==> config.mk <==
export PLATFORM = sky130hd
export DESIGN_NAME = plc_cell
export DESIGN_NICKNAME = d
export VERILOG_FILES = /design/src/hw/rtl/plc_pkg.sv /design/src/hw/rtl/plc_cell.sv
export SDC_FILE = /design/constraint.sdc
export NUM_CORES = 1
export LEC_CHECK = 0
export BUFFER_PORTS_ARGS = -buffer_cell sky130_fd_sc_hd__buf_2
export CELL_PAD_IN_SITES_DETAIL_PLACEMENT = 0
export CELL_PAD_IN_SITES_GLOBAL_PLACEMENT = 1
export CORE_ASPECT_RATIO = 0.9
export CORE_MARGIN = 4
export CORE_UTILIZATION = 26
export DETAILED_ROUTE_END_ITERATION = 7
export PLACE_DENSITY_LB_ADDON = 0.08
export SKIP_LAST_GASP = 1
export SLEW_MARGIN = 20
export SYNTH_ARGS = -nofsm -noshare
export SYNTH_HDL_FRONTEND = slang
export SYNTH_SLANG_ARGS = --single-unit
==> constraint.sdc <==
create_clock -name clk -period 4.4 [get_ports clk]
set_input_delay 0.22 -clock clk [delete_from_list [all_inputs] [get_ports clk]]
set_output_delay 0.22 -clock clk [all_outputs]
set_load 0.05 [all_outputs]
==> src/hw/rtl/plc_pkg.sv <==
// ----------------------------------------------------------------------------
// plc_pkg
// Shared types and constants for the packed list with insert and delete.
// ----------------------------------------------------------------------------
package plc_pkg;

  localparam int VALUE_W    = 31;
  localparam int POS_W      = 8;
  localparam int COUNT_W    = 8;
  localparam int STATUS_W   = 2;
  localparam int CAPACITY_D = 128;

  typedef enum logic {
    ACT_INSERT = 1'b0,
    ACT_DELETE = 1'b1
  } plc_action_t;

  typedef enum logic [STATUS_W-1:0] {
    STAT_DONE  = 2'd0,
    STAT_FULL  = 2'd1,
    STAT_RANGE = 2'd2
  } plc_status_t;

  typedef enum logic [1:0] {
    S_IDLE,
    S_FOLD,
    S_OUT
  } plc_state_t;

  typedef struct packed {
    logic               action;
    logic [VALUE_W-1:0] value;
    logic [POS_W-1:0]   position;
  } plc_in_t;

  typedef struct packed {
    logic [VALUE_W-1:0]  removed_value;
    logic [COUNT_W-1:0]  count_after;
    logic [STATUS_W-1:0] status;
  } plc_out_t;

  typedef struct packed {
    logic               en;
    logic               action;
    logic [VALUE_W-1:0] value;
    logic [POS_W-1:0]   pos;
  } plc_ctl_t;

endpackage

==> src/hw/rtl/plc_cell.sv <==
// ----------------------------------------------------------------------------
// plc_cell
// One list slot: takes its left or right neighbour, or the new value.
// ----------------------------------------------------------------------------
module plc_cell import plc_pkg::*; #(
  parameter int          CW  = 8,
  parameter int unsigned IDX = 0
) (
  input  logic               clk,
  input  plc_ctl_t           ctl_i,
  input  logic [VALUE_W-1:0] left_i,
  input  logic [VALUE_W-1:0] right_i,
  output logic [VALUE_W-1:0] value_o,
  output logic [VALUE_W-1:0] hit_o
);

  logic [VALUE_W-1:0] ent_r;
  logic [VALUE_W-1:0] ent_nxt;
  logic [CW-1:0]      pos_w;
  logic [CW-1:0]      idx_w;

  assign pos_w = CW'(ctl_i.pos);
  assign idx_w = CW'(IDX);

  always_comb begin
    ent_nxt = ent_r;
    if (ctl_i.en) begin
      if (ctl_i.action == ACT_INSERT) begin
        if (idx_w > pos_w) begin
          ent_nxt = left_i;
        end else if (idx_w == pos_w) begin
          ent_nxt = ctl_i.value;
        end
      end else begin
        if (idx_w >= pos_w) begin
          ent_nxt = right_i;
        end
      end
    end
  end

  always_ff @(posedge clk) begin
    ent_r <= ent_nxt;
  end

  assign value_o = ent_r;
  assign hit_o   = (idx_w == pos_w) ? ent_r : '0;

endmodule

==> flow_summary.yaml <==
yosys:
  synth_area_sq_um: 1842
  synth_edf_count: 31
  syn_inst: 139
  yosys.area.top_type: "edfxtp_1"
  ys_seq_area_share_pct: 50.54
  synth-seq-cells: 31
  yosysMostFrequentCell: "inv_1"
  synth_ff_type: "edfxtp_1"
  yosysTopAreaCellShare_pct: 50.54
  synth_cell_types: 12
  synth-warning-count: 0
  syn_nets: 243
  syn_avg_cell_area_sq_um: 13.25
  ys_top_cells_by_area: "edfxtp_1 51%, mux2_2 19%, nor3_2 16%"
  async_flop_share_pct: 0
  yosys-top-cells-count: "32 x inv_1, 31 x edfxtp_1, 31 x mux2_2, 30 x nor3_2"
timing:
  setup-tns-final_ns: 0
  hold_violations: 0
  slew_headroom_pct: 37.29
  worst_slack_ns: 1.850
  worst_slew_pin_slew_ns: 0.9407
  layout_min_cycle_time_ns: 2.550
  final-setup-viol-count: 0
  clock.fmax_mhz: 392.1
  fin_crit_sh_pct: 57.96
  finalMaxSlewViolations: 0
  rsz0062_at_grt: "false"
cells_and_area:
  largest_register_ff_count: 31
  final-seq-area_sq_um: 930.9
  final_nets: 374
  stdcell_count: 359
  antenna_cells: 0
  syn2layout_area_growth_pct: 41.78
  multi_input_area_sq_um: 684.4
  drive_above_1_share_pct: 75.84
  fillers: 720
grt:
  antenna_found_initial: 0
  grt_max_degree: 33
  grt_use_total_pct: 11.34
  grt-ovfl-total: 0
  grt_pass1_wl_um: 7521
  grt_pass1_vias: 1461
routing:
  drc: 0
  vias: 1473
  ant_nets: 0
  first_pass_iters: 4
  drt_wl_total_um: 4969
  first_iter_violations: 44
  routedWlPerCell_um: 13.84
  viasPerCell: 4.103
job:
  cap_viol_max_count: 0
pwr:
  p_leak_nw: 1.214
  total_power_mw: 0.6041
  power.density_nw_per_um2: 231.4
  vdd_drop_max_mv: 0.1216
critical_path:
  path_depth: 4
  worstPathMaxFanout: 32
  cp_slowest_cell: "or4_2"
  critPathTopFamily: "simple AND/OR/NAND/NOR gates"
  required_ns: 4.38
  crit_end: "value_o[24]$_DFFE_PP_"
  worstPathArrival_ns: 2.53
  worstSetupPathType: "in -> reg"
  endpoint_kind: "flop"
  startpoint_type: "input pin"
  critical_path_buf_inv_count: 2
  crit_chain: "buf_2 -> or4_2 -> nor3_2 -> buf_12"
  slowest_delay_ns: 1.12
  crit_path_start: "ctl_i[7]"
die:
  io_pins: 166
  die_y_um: 87.85
  start_util_pct: 27.38
  core_area_sq_um: 6726
  dieArea_sq_um: 8496
  rows: 28
  die_x_um: 96.72
clocking:
  cts_tree: "built"
  clock_sinks: 31
  postCtsResizedCells: 0
  cts_buffer_depth: 2
  cts_setup_buffers: 0
  cts_buffers: 5
  htree_levels: 2
  cts_hold_buffers: 0
  root_buffer: "clkbuf_8"
  clkTransAtPathRegs_ns: 0.06
place:
  gp_congestion: 0.7009
  dp_cells: 353
  io_buffers: 134
  pre_cts_slack_ns: 1.510
  hpwl_um: 3749
run_status:
  status: "finished clean"
worst_hold_path:
  hold_class: "in -> reg"
[where the power goes]
group / switching (mW) / leakage (nW) / internal [mW] / total [mW]
Combinational: 0.0299 / 0.898 / 0.0438 / 0.0736
Sequential: 0.000250 / 0.279 / 0.328 / 0.328
Clock: 0.0972 / 0.0371 / 0.105 / 0.202
[layout by cell type (no fill, tap or decap)]
cell type  instances
or4_2              1
nor3_1             1
buf_2            134
edfxtp_1          31
or4_4              1
clkbuf_1           1
mux2_2            31
nor3_2            31
clkbuf_8           5
buf_12             1
inv_1             32
[layer usage]
metal	vias up	GRT usage [%]	wire length [um]
met5	-	0	0
met4	0	3.444	38
met3	4	4.379	418
met2	68	19.30	2514
li1	733	-	-
met1	668	13.45	1998
[how the worst min path moves through the flow]
stage                start  depth (start not counted)               endpoint  slack [ns]
6_report         ctl_i[20]                          2  value_o[12]$_DFFE_PP_        0.24
5_1_grt          ctl_i[20]                          2  value_o[12]$_DFFE_PP_        0.24
4_1_cts        right_i[15]                          2  value_o[15]$_DFFE_PP_        0.23
3_5_place_dp   right_i[27]                          2  value_o[27]$_DFFE_PP_        0.52
3_3_place_gp     ctl_i[10]                          2   value_o[2]$_DFFE_PP_        0.52
2_1_floorplan    ctl_i[36]                          1  value_o[28]$_DFFE_PP_        0.44
[cell type report]
cell class	instances	area share, %
Sequential cell	31	35.65
Timing Repair Buffer	135	26.45
Tap cell	90	4.312
Clock buffer	6	2.779
Inverter	32	4.600
Multi-Input combinational cell	65	26.21
[metrics by stage]
step / util, % / instance area (sq um) / hold WS (ns)
2_1_floorplan: - / 1842 / 0.4398
3_3_place_gp: 37.74 / 2539 / 0.5218
3_5_place_dp: 37.74 / 2539 / 0.5238
4_1_cts: 38.82 / 2611 / 0.2341
5_1_grt: 38.82 / 2611 / 0.2359
6_report: 38.82 / 2611 / 0.2444
[cell families after synthesis]
family                 Yosys count  share of synthesized area [%]
buffers and inverters           43                          12.64
flip-flops                      31                          50.54
multiplexers                    31                          18.95
AND/OR/NAND/NOR                 34                          17.87
No activity file was read; power rests on OpenSTA's default activity.
